File: config.mk
export PLATFORM = sky130hd
export DESIGN_NAME = vector_tile_geometry_decoder_top
export DESIGN_NICKNAME = d
export VERILOG_FILES = /design/src/hw/rtl/vtg_pkg.sv /design/src/hw/rtl/vtg_decode.sv /design/src/hw/rtl/vtg_outq.sv /design/src/hw/rtl/vector_tile_geometry_decoder_top.sv
export SDC_FILE = /design/constraint.sdc
export NUM_CORES = 1
export LEC_CHECK = 0
export ABC_AREA = 1
export BUFFER_PORTS_ARGS = -buffer_cell sky130_fd_sc_hd__buf_2
export CORE_UTILIZATION = 50
export DETAILED_ROUTE_END_ITERATION = 7
export GPL_TIMING_DRIVEN = 0
export PLACE_DENSITY = 0.69
export SLEW_MARGIN = 30
export SYNTH_ARGS = -nofsm -noshare
export SYNTH_HDL_FRONTEND = slang
export SYNTH_SLANG_ARGS = --single-unit
export TNS_END_PERCENT = 5
File: constraint.sdc
create_clock -name clk -period 5.3 [get_ports clk]
set_input_delay 0 -clock clk [delete_from_list [all_inputs] [get_ports clk]]
set_output_delay 0 -clock clk [all_outputs]
set_load 0.01 [all_outputs]
File: src/hw/rtl/vtg_pkg.sv
// Shared types and constants for the vector tile geometry decoder.
`default_nettype none

package vtg_pkg;

	// Result kinds
	localparam logic [2:0] KIND_MOVE  = 3'd0;
	localparam logic [2:0] KIND_LINE  = 3'd1;
	localparam logic [2:0] KIND_CLOSE = 3'd2;
	localparam logic [2:0] KIND_OK    = 3'd3;
	localparam logic [2:0] KIND_ERR   = 3'd4;

	// Command codes of the geometry stream
	localparam logic [2:0] CMD_MOVE_TO    = 3'd1;
	localparam logic [2:0] CMD_LINE_TO    = 3'd2;
	localparam logic [2:0] CMD_CLOSE_PATH = 3'd7;

	localparam int unsigned VARINT_MAX_BYTES = 10;

	localparam int unsigned IN_W  = 8;
	localparam int unsigned OUT_W = 104;   // 99 payload bits padded to whole bytes

	typedef struct packed {
		logic               last;
		logic        [31:0] repeat_res;
		logic signed [31:0] pos_y;
		logic signed [31:0] pos_x;
		logic        [2:0]  kind;
	} res_t;

	// Up to two results produced by one byte
	typedef struct packed {
		logic [1:0] num;
		res_t       r0;
		res_t       r1;
	} push_t;

endpackage

`default_nettype wire

File: src/hw/rtl/vtg_decode.sv
// Varint assembly, command decode and cursor update, one byte per enabled cycle.
`default_nettype none

module vtg_decode (
	input  wire logic          clk,
	input  wire logic          arst_n,
	input  wire logic          en,
	input  wire logic [7:0]    geometry_byte,
	input  wire logic          buffer_end,
	output vtg_pkg::push_t     push
);

	typedef enum logic [1:0] {PH_CMD, PH_DX, PH_DY} phase_t;

	logic [63:0] acc_q,  acc_n;
	logic [3:0]  cnt_q,  cnt_n;
	phase_t      ph_q,   ph_n;
	logic        move_q, move_n;
	logic [31:0] rem_q,  rem_n;
	logic [31:0] dx_q,   dx_n;
	logic [31:0] cx_q,   cx_n;
	logic [31:0] cy_q,   cy_n;
	logic        err_q,  err_n;

	logic [5:0]  sh;
	logic [63:0] part;
	logic [63:0] v;
	logic [31:0] uz;
	logic [31:0] cmd_cnt;
	logic        bad;
	logic        has_res;
	logic [2:0]  res_kind;
	logic [31:0] res_rep;

	assign sh      = 6'({2'b00, cnt_q} << 3) - 6'({2'b00, cnt_q});
	assign part    = {57'd0, geometry_byte[6:0]} << sh;
	assign v       = acc_q | part;
	assign uz      = (v[31:0] >> 1) ^ {32{v[0]}};
	assign cmd_cnt = v[34:3];

	always_comb begin
		acc_n    = acc_q;
		cnt_n    = cnt_q;
		ph_n     = ph_q;
		move_n   = move_q;
		rem_n    = rem_q;
		dx_n     = dx_q;
		cx_n     = cx_q;
		cy_n     = cy_q;
		err_n    = err_q;
		bad      = 1'b0;
		has_res  = 1'b0;
		res_kind = vtg_pkg::KIND_ERR;
		res_rep  = 32'd0;

		if (!err_q) begin
			if (cnt_q >= 4'(vtg_pkg::VARINT_MAX_BYTES)) begin
				bad = 1'b1;
			end else if (geometry_byte[7]) begin
				acc_n = v;
				cnt_n = cnt_q + 4'd1;
			end else begin
				acc_n = 64'd0;
				cnt_n = 4'd0;
				unique case (ph_q)
					PH_CMD: begin
						if (cmd_cnt == 32'd0) begin
							bad = 1'b1;
						end else if (v[2:0] == vtg_pkg::CMD_MOVE_TO ||
							v[2:0] == vtg_pkg::CMD_LINE_TO) begin
							move_n = (v[2:0] == vtg_pkg::CMD_MOVE_TO);
							rem_n  = cmd_cnt;
							ph_n   = PH_DX;
						end else if (v[2:0] == vtg_pkg::CMD_CLOSE_PATH) begin
							has_res  = 1'b1;
							res_kind = vtg_pkg::KIND_CLOSE;
							res_rep  = cmd_cnt;
						end else begin
							bad = 1'b1;
						end
					end
					PH_DX: begin
						dx_n = uz;
						ph_n = PH_DY;
					end
					PH_DY: begin
						cx_n     = cx_q + dx_q;
						cy_n     = cy_q + uz;
						has_res  = 1'b1;
						res_kind = move_q ? vtg_pkg::KIND_MOVE : vtg_pkg::KIND_LINE;
						res_rep  = 32'd1;
						rem_n    = rem_q - 32'd1;
						ph_n     = (rem_q == 32'd1) ? PH_CMD : PH_DX;
					end
					default: begin
						bad = 1'b1;
					end
				endcase
			end
		end
	end

	// Result assembly; every result carries the cursor as updated by this byte
	always_comb begin
		push.r0.pos_x      = cx_n;
		push.r0.pos_y      = cy_n;
		push.r1.pos_x      = cx_n;
		push.r1.pos_y      = cy_n;
		push.r0.kind       = vtg_pkg::KIND_ERR;
		push.r0.repeat_res = 32'd0;
		push.r0.last       = 1'b1;
		push.r1.kind       = vtg_pkg::KIND_OK;
		push.r1.repeat_res = 32'd0;
		push.r1.last       = 1'b1;
		push.num           = 2'd0;

		if (err_q) begin
			push.num = buffer_end ? 2'd1 : 2'd0;
		end else if (bad) begin
			push.num = 2'd1;
		end else if (buffer_end) begin
			if (ph_n != PH_CMD || cnt_n != 4'd0) begin
				push.num = 2'd1;
			end else if (has_res) begin
				push.r0.kind       = res_kind;
				push.r0.repeat_res = res_rep;
				push.r0.last       = 1'b0;
				push.num           = 2'd2;
			end else begin
				push.r0.kind = vtg_pkg::KIND_OK;
				push.num     = 2'd1;
			end
		end else if (has_res) begin
			push.r0.kind       = res_kind;
			push.r0.repeat_res = res_rep;
			push.num           = 2'd1;
		end
	end

	always_ff @(posedge clk or negedge arst_n) begin
		if (!arst_n) begin
			acc_q  <= '0;
			cnt_q  <= '0;
			ph_q   <= PH_CMD;
			move_q <= 1'b0;
			rem_q  <= '0;
			dx_q   <= '0;
			cx_q   <= '0;
			cy_q   <= '0;
			err_q  <= 1'b0;
		end else if (en) begin
			if (buffer_end) begin
				acc_q  <= '0;
				cnt_q  <= '0;
				ph_q   <= PH_CMD;
				move_q <= 1'b0;
				rem_q  <= '0;
				dx_q   <= '0;
				cx_q   <= '0;
				cy_q   <= '0;
				err_q  <= 1'b0;
			end else begin
				acc_q  <= acc_n;
				cnt_q  <= cnt_n;
				ph_q   <= ph_n;
				move_q <= move_n;
				rem_q  <= rem_n;
				dx_q   <= dx_n;
				cx_q   <= cx_n;
				cy_q   <= cy_n;
				err_q  <= err_n | bad;
			end
		end
	end

endmodule

`default_nettype wire

File: src/hw/rtl/vtg_outq.sv
// Small result queue: takes up to two results a cycle, returns one while out_ready is high.
`default_nettype none

module vtg_outq #(
	parameter int unsigned QDEPTH = 4
) (
	input  wire logic           clk,
	input  wire logic           arst_n,
	input  wire vtg_pkg::push_t push,
	input  wire logic           push_en,
	output logic                room,
	output logic                out_valid,
	input  wire logic           out_ready,
	output vtg_pkg::res_t       out_res
);

	localparam int unsigned PW = (QDEPTH > 1) ? $clog2(QDEPTH) : 1;
	localparam int unsigned CW = $clog2(QDEPTH + 1);

	vtg_pkg::res_t ent_q [QDEPTH];
	logic [PW-1:0] wp_q, rp_q, wp1, wp2, rp1;
	logic [CW-1:0] cnt_q;
	logic [1:0]    num;
	logic          pop;

	function automatic logic [PW-1:0] inc(input logic [PW-1:0] p);
		inc = (p == PW'(QDEPTH - 1)) ? '0 : p + PW'(1);
	endfunction

	assign wp1       = inc(wp_q);
	assign wp2       = inc(wp1);
	assign rp1       = inc(rp_q);
	assign num       = push_en ? push.num : 2'd0;
	assign out_valid = (cnt_q != '0);
	assign out_res   = ent_q[rp_q];
	assign pop       = out_valid && out_ready;
	assign room      = (cnt_q <= CW'(QDEPTH - 2));

	always_ff @(posedge clk) begin
		if (num != 2'd0) begin
			ent_q[wp_q] <= push.r0;
		end
		if (num == 2'd2) begin
			ent_q[wp1] <= push.r1;
		end
	end

	always_ff @(posedge clk or negedge arst_n) begin
		if (!arst_n) begin
			wp_q  <= '0;
			rp_q  <= '0;
			cnt_q <= '0;
		end else begin
			if (num == 2'd1) begin
				wp_q <= wp1;
			end else if (num == 2'd2) begin
				wp_q <= wp2;
			end
			if (pop) begin
				rp_q <= rp1;
			end
			cnt_q <= cnt_q + CW'(num) - CW'(pop);
		end
	end

endmodule

`default_nettype wire

File: src/hw/rtl/vector_tile_geometry_decoder_top.sv
// Top level of the vector tile geometry decoder.
//
// Usage:
//   Slave channel (s_*): one geometry byte per transaction in s_tdata, with
//   s_tlast high on the final byte of a geometry buffer.
//   Master channel (m_*): one result per transaction. m_tdata carries kind,
//   pos_x, pos_y and repeat_res; m_tlast marks the final result caused by a
//   given input byte. A byte causes zero, one or two results.
// Path: a byte taken sits in the input register and is decoded once the
//   queue has room for two results; its results are written into the
//   result queue, which offers the first of them on m_tdata.
// Throughput: one byte per unstalled cycle, bounded by the varint shift-or,
//   command decode and the 32-bit cursor add between the input register
//   and the result queue. Bytes that cause two results (a point or close_path
//   on the final byte, then the end status) drain at one result per cycle.
// Stalls: while m_tready is low the result queue absorbs results; the input
//   register keeps accepting until the queue lacks room for two more results,
//   then s_tready drops. Nothing is lost or repeated.
// Reset: arst_n clears the cursor, the varint assembler, the error flag and
//   the queue. The final byte of each buffer also returns the decoder to its
//   reset state.
`default_nettype none

module vector_tile_geometry_decoder_top #(
	parameter int unsigned QDEPTH = 4
) (
	input  wire logic                          clk,
	input  wire logic                          arst_n,
	input  wire logic                          s_tvalid,
	output logic                               s_tready,
	input  wire logic [vtg_pkg::IN_W-1:0]      s_tdata,   // [7:0] geometry_byte
	input  wire logic                          s_tlast,   // buffer_end
	output logic                               m_tvalid,
	input  wire logic                          m_tready,
	// [2:0] kind, [34:3] pos_x, [66:35] pos_y, [98:67] repeat_res, rest zero
	output logic [vtg_pkg::OUT_W-1:0]          m_tdata,
	output logic                               m_tlast    // last
);

	logic           valid_s1;
	logic [7:0]     byte_s1;
	logic           end_s1;
	logic           room;
	logic           take;
	vtg_pkg::push_t push;
	vtg_pkg::res_t  out_res;

	// Decode the held byte once the queue can take two results
	assign take     = valid_s1 && room;
	assign s_tready = !valid_s1 || take;

	always_ff @(posedge clk or negedge arst_n) begin
		if (!arst_n) begin
			valid_s1 <= 1'b0;
		end else if (s_tvalid && s_tready) begin
			valid_s1 <= 1'b1;
		end else if (take) begin
			valid_s1 <= 1'b0;
		end
	end

	always_ff @(posedge clk) begin
		if (s_tvalid && s_tready) begin
			byte_s1 <= s_tdata;
			end_s1  <= s_tlast;
		end
	end

	vtg_decode u_decode (
		.clk           (clk),
		.arst_n        (arst_n),
		.en            (take),
		.geometry_byte (byte_s1),
		.buffer_end    (end_s1),
		.push          (push)
	);

	vtg_outq #(
		.QDEPTH (QDEPTH)
	) u_outq (
		.clk       (clk),
		.arst_n    (arst_n),
		.push      (push),
		.push_en   (take),
		.room      (room),
		.out_valid (m_tvalid),
		.out_ready (m_tready),
		.out_res   (out_res)
	);

	assign m_tdata = {5'd0, out_res.repeat_res, out_res.pos_y, out_res.pos_x, out_res.kind};
	assign m_tlast = out_res.last;

endmodule

`default_nettype wire

Word level (Yosys, flattened, before mapping)
Memories as Yosys holds them, arrays and structs flattened.
Cells that the tools add are included.
{"block": "word_totals", "reg_bits": 217, "word_cells": 178, "latch_bits": 0, "mem_bits_rw": 400, "output_inout_bits": 107, "memories": 1, "input_bits": 13, "mem_bits_ro": 0}
{"name": "u_outq.ent_q", "depth": 4, "word_bits": 100, "rd": 1, "rd_clocked_by_memory_dff": 0, "wr": 2, "line_no": "vtg_outq.sv:20", "text": "vtg_pkg::res_t ent_q [QDEPTH];"}
{"block": "op_classes", "n_bitwise": 3, "order_cmp": 2, "div": 0, "add_sub_neg": 10, "n_shift": 1, "mux": 105, "mul": 0, "n_reduce_logical": 24, "n_eq_ne": 17}
{"operator": "32-bit two-way mux", "n": 28}
{"operator": "64-bit two-way mux", "n": 4}
{"operator": "33-bit two-way mux", "n": 4}
{"operator": "32-bit case mux with 2 select lines", "n": 2}
{"operator": "32-bit adder", "n": 2}
{"operator": "64-bit bitwise OR", "n": 1}
{"operator": "7-bit by 6-bit << shifter with 64-bit output", "n": 1}
{"operator": "2-bit two-way mux", "n": 17}
{"operator": "3-bit two-way mux", "n": 11}
{"operator": "32-bit by 1-bit equality test with 1-bit output, second input constant", "n": 1}
{"operator": "32-bit logical NOT", "n": 1}
{"operator": "32-bit by 1-bit subtractor with 32-bit output, second input constant", "n": 1}
{"operator": "31-bit by 32-bit bitwise XOR with 32-bit output", "n": 1}
{"operator": "1-bit two-way mux", "n": 31}
{"operator": "4-bit two-way mux", "n": 4}
{"operator": "7-bit AND reduction", "n": 2}
{"operator": "2-bit nonzero test", "n": 7}
{"operator": "2-bit equality test, second input constant", "n": 5}
{"operator": "2-bit by 1-bit adder with 2-bit output, second input constant", "n": 3}
{"operator": "2-bit != test, second input constant", "n": 3}
{"operator": "2-bit case mux with 3 select lines", "n": 1}
{"operator": "3-bit case mux with 2 select lines", "n": 1}
{"operator": "3-bit nonzero test", "n": 2}
{"operator": "6-bit by 4-bit subtractor with 6-bit output", "n": 1}
{"operator": "22 further kinds", "n": 28}

Longest topological paths before layout
{"block": "logic_depth", "word_depth": 21, "mapped_depth": 36, "mapped_depth_nobuf": 34}

By module
Synthesis repeated with hierarchy kept, for this count alone.
{"block": "unflattened", "cells_unflattened": 4238, "area_unflattened_um2": 34782.1}
{"mod": "vtg_outq", "seq_area_each_um2": 12186.7, "cells_each": 2129, "n_inst": 1, "area_each_um2": 20065.5}
{"mod": "vtg_decode", "seq_area_each_um2": 4279.1, "cells_each": 2086, "n_inst": 1, "area_each_um2": 14352.5}
{"mod": "vector_tile_geometry_decoder_top", "seq_area_each_um2": 295.3, "cells_each": 23, "n_inst": 1, "area_each_um2": 364.1}

Worst setup path after synthesis
OpenSTA, ideal clock, no wires.
{"block": "synth_timing", "path_type": "reg2reg", "from": "register u_decode.cnt_q[0]", "to": "memory u_outq.ent_q[0][10] in the netlist's numbering (enable)", "arrival_time_ns": 5.404, "slack_ns": -0.524, "stages_incl_launch_ff": 31, "synth_period_minus_slack_ns": 5.824, "t_required_ns": 4.879, "path_cell_list": "dfrtp_1 -> inv_1 -> buf_2 -> ha_1 -> clkbuf_1 -> nor2_1 -> nand2_1 -> inv_1 -> nand2_1 -> nor2_1 -> nand2_1 -> nand2_1 -> clkinv_1 -> clkbuf_1 -> ha_1 -> o21ai_0 -> a21oi_1 -> nand2_1 -> nand2_1 -> nand2_2 -> nor3_1 -> nand2_1 -> inv_1 -> nor2_1 -> inv_1 -> ha_1 -> inv_1 -> nand2_1 -> inv_1 -> nor2_1 -> inv_1"}
{"element": "start, declared", "line_no": "vtg_decode.sv:16", "text": "logic [3:0] cnt_q, cnt_n;"}
{"element": "start signal, assigned", "line_no": "vtg_decode.sv:164", "text": "cnt_q <= cnt_n;"}
{"element": "end, declared", "line_no": "vtg_outq.sv:20"}

==> metrics.cfg <==
[timing]
setup_viol=0
hold_violations=0
finClkSkew_ns=0.0331
post-route-period-util=0.962
setup_tns_ns=0
max_freq_mhz=196
rsz0062_at_grt=true
tightestPinTransition_ns=1.08
drv_slew=0
period_minus_slack_ns=5.10
relSlewSlack=0.272

[logic_synthesis]
synth_area_leaders=edfxtp_1 (26%), dfrtp_1 (15%), nand2_1 (10%), dfxtp_1 (9.4%), nor2_1 (7.3%)
yosysWarningCount=0
yosys_register_bits=588
synth-edff-count=265
syn_inst=3735
synthFlopType=edfxtp_1
synth_top_area_frac=0.260
syn_avg_cell_area_um2=8.20
synthArstFlopShare=0.304
synth-seq-area-share=0.500
synth_area_mm2=0.0306
ys_types=56
yosysTopAreaCell=edfxtp_1

[grt]
antenna_found_initial=1
grt_max_degree=56
track_usage=0.313
grt_pass1_wl_mm=150
first_global_vias=25300
gr-total-overflow=0

[clock_network]
clk_path_buf_depth=3
clock_sinks=588
worstSkewPairLatency_ns=0.63
clockRootBuffer=clkbuf_16
htree_levels=3
clk_pin_slew_worst_paths_ns=0.06
cts_buffers=66
cts_tree=yes

[worst_setup_path]
critical_path_class=reg -> reg
crit_fanout=11
cp-end-kind=flip-flop
start_kind=flip-flop
cp.required_ns=5.67
cp.arrival_ns=5.47

[drt]
antenna_left=0
wl_per_cell_um=20.7
vias=27800
post_drt_via_cell_ratio=5.76
drt_pass1_iterations=6
first_iter_violations=3360
wl_mm=99.6
drcViolationCount=0

[layout]
fill_cells=5327
final_nets=4089
regArea_mm2=0.0153
antenna_cells=0
multi_input_area_mm2=0.0139
area_delta_synth_final_pct=16.7
layout-drive-gt1-share=0.119

[power]
ir_drop_uv=450
power.total_mw=24.4
powerDensity_mw_per_mm2=683
p_leak_nw=15.0

[floorplanning]
fp.dieArea_mm2=0.0623
die_w_um=250
io-pin-count=120
rows=90
start_util=0.507
die_y_um=250
core_mm2=0.0605

[placement]
gp_congestion=0.960
hpwl_mm=71.5
io_buffers=114

[job]
max_cap_violations=0

[hold_path]
min_path_type=in -> reg

[outcome]
outcome=complete, no violations

## routing by layer
| layer | wire, um | share of wire | track usage |
|---|---|---|---|
| met4 | 3700 | 0.037 | 0.124 |
| met3 | 9080 | 0.091 | 0.0512 |
| met5 | 8 | 0.000080 | 0 |
| met2 | 43800 | 0.44 | 0.471 |
| met1 | 43000 | 0.43 | 0.453 |
## path summary, 6_finish.rpt
path	start	to	slack, ns	cells past startpoint
max reg2reg	u_decode.cnt_q[0]	u_outq.ent_q[0][63]	0.20	26
max in group asynchronous	arst_n	u_decode.cnt_q[1]	3.86	6
min in group asynchronous	arst_n	u_decode.cy_q[20]	0.52	4
min	s_tdata[3]	byte_s1[3]	0.11	2
max	u_decode.cnt_q[0]	u_outq.ent_q[0][63]	0.20	26
min reg2reg	u_outq.ent_q[1][80]	u_outq.ent_q[1][80]	0.45	2
## cell type report
type,instances,area share
buffer,207,0.0294
clock buffer,98,0.0550
clock inverter,23,0.00591
inverter,240,0.0260
multi-input combinational,2704,0.388
sequential,588,0.428
tap,782,0.0274
timing repair buffer,174,0.0396
timing repair inverter,2,0.000420
## cells in the final DEF, fill, tap and decap left out, types with 8 or more instances in the layout
cell type      Yosys  final
o22ai_1          127    127
or2_2             10     10
dfrtp_1          179    178
nand2_1          838    832
o31ai_1           10     10
o21ai_1           14     20
nand4_1           18     18
nor2_2            26     36
a21boi_0          11      8
a21oi_4           10     11
inv_1            233    225
dlygate4sd3_1      0     13
buf_12             2     13
xnor2_1           32     32
ha_1              90     88
nand2_2           10     14
edfxtp_1         265    265
nor2_4             3     12
clkbuf_2           0     21
clkinv_2           0     10
nor2_1           597    578
nand3_1          128    128
clkbuf_1         173    145
a31oi_1           19     19
o211ai_1           8      8
clkbuf_16          0     74
clkbuf_8           0     11
buf_2             10    124
a21oi_1          155    154
nor3_1            15     14
a21o_1             9      9
buf_6              7     14
xor2_1            55     39
xor2_2             0     11
clkinvlp_4         0      9
o21ai_0          445    436
buf_4              7     40
a21oi_2           12     12
clkbuf_4           0      9
dfxtp_1          144    144
## repair_timing
action                                 CTS  global route
buffers inserted                        17            14
pin swaps                                7             8
cloned                                   2             4
hold buffers                            14             0
gates resized for setup                 68           138
endpoints found under the hold margin  154             0
setup endpoints to repair              672           668
## kinds of logic after synthesis
kind of cell    count (synthesis)  share of synthesized area
xor+xnor                       87                     0.0249
buf+inv                       447                     0.0591
flops                         588                      0.500
compound gates                849                      0.156
other cells                     1                   0.000122
fa+ha+maj                      93                     0.0387
simple gates                 1670                      0.221
## synth_stat cells (4+ instances only)
cell	count
or2_2	10
nand2_2	10
o211ai_1	8
and2_1	4
o31ai_1	10
nor3_1	15
buf_2	10
xor2_1	55
dfxtp_1	144
a221oi_1	4
buf_1	8
nor2_1	597
nor2_2	26
o21ai_1	14
nand4_1	18
clkbuf_1	173
dfrtp_1	179
edfxtp_1	265
o21ai_0	445
a21oi_4	10
o2111ai_1	6
a21oi_1	155
inv_1	233
o22ai_1	127
xnor2_1	32
clkinv_1	4
ha_1	90
a21oi_2	12
nand2_1	838
a21boi_0	11
nand3b_1	4
buf_6	7
nand3_1	128
o21a_1	4
a31oi_1	19
o21bai_1	4
nor4_1	5
buf_4	7
a21o_1	9
o221ai_1	4
## flip-flops by register name, indices dropped and copies added, names as in the netlist
signal,count
u_outq.ent_q,400
u_decode.rem_q,32
end_s1,1
u_decode.ph_q,2
byte_s1,8
u_decode.cy_q,32
u_decode.move_q,1
u_outq.cnt_q,3
u_decode.cnt_q,4
u_outq.rp_q,2
u_decode.acc_q,35
u_decode.err_n,1
u_decode.dx_q,32
valid_s1,1
u_decode.cx_q,32
u_outq.wp_q,2
## stage by stage
step	hold WS, ns	utilization	worst slack [ns]	area, um^2	cells
after floorplan	-0.296	-	0.00446	30700	3739
after global placement	0.176	0.533	-2.13	32300	4635
after detailed placement	-0.102	0.538	-1.38	32500	4647
after CTS	0.0753	0.584	0.00121	35300	4800
after global routing	0.0886	0.591	-0.0535	35800	4818
final	0.105	0.591	0.201	35800	4818
## power by group
part           total, mW  internal, mW  switching (mW)
sequential          6.15          5.65           0.499
combinational       13.6          4.12            9.52
clock               4.64          2.69            1.95
total               24.4          12.5            12.0
## critical path, cell delays in order (launching register included)
cell and delay [ns]:
dfrtp_1 0.39, inv_2 0.11, buf_6 0.15, ha_1 0.27
clkbuf_4 0.20, nor2_2 0.15, nand2_1 0.10, inv_1 0.06
nand2_1 0.08, nor2_2 0.16, nand2_2 0.10, nand2_4 0.12
clkinvlp_4 0.14, buf_8 0.20, xor2_2 0.36, ha_1 0.36
a21oi_1 0.15, a21boi_0 0.20, o211ai_1 0.17, nand3_1 0.10
nand2_1 0.12, nand4_1 0.10, nand2_1 0.11, or2_2 0.29
nand3_1 0.06, o21ai_0 0.30, and2_1 0.30
No activity file was read; power rests on OpenSTA's default activity.
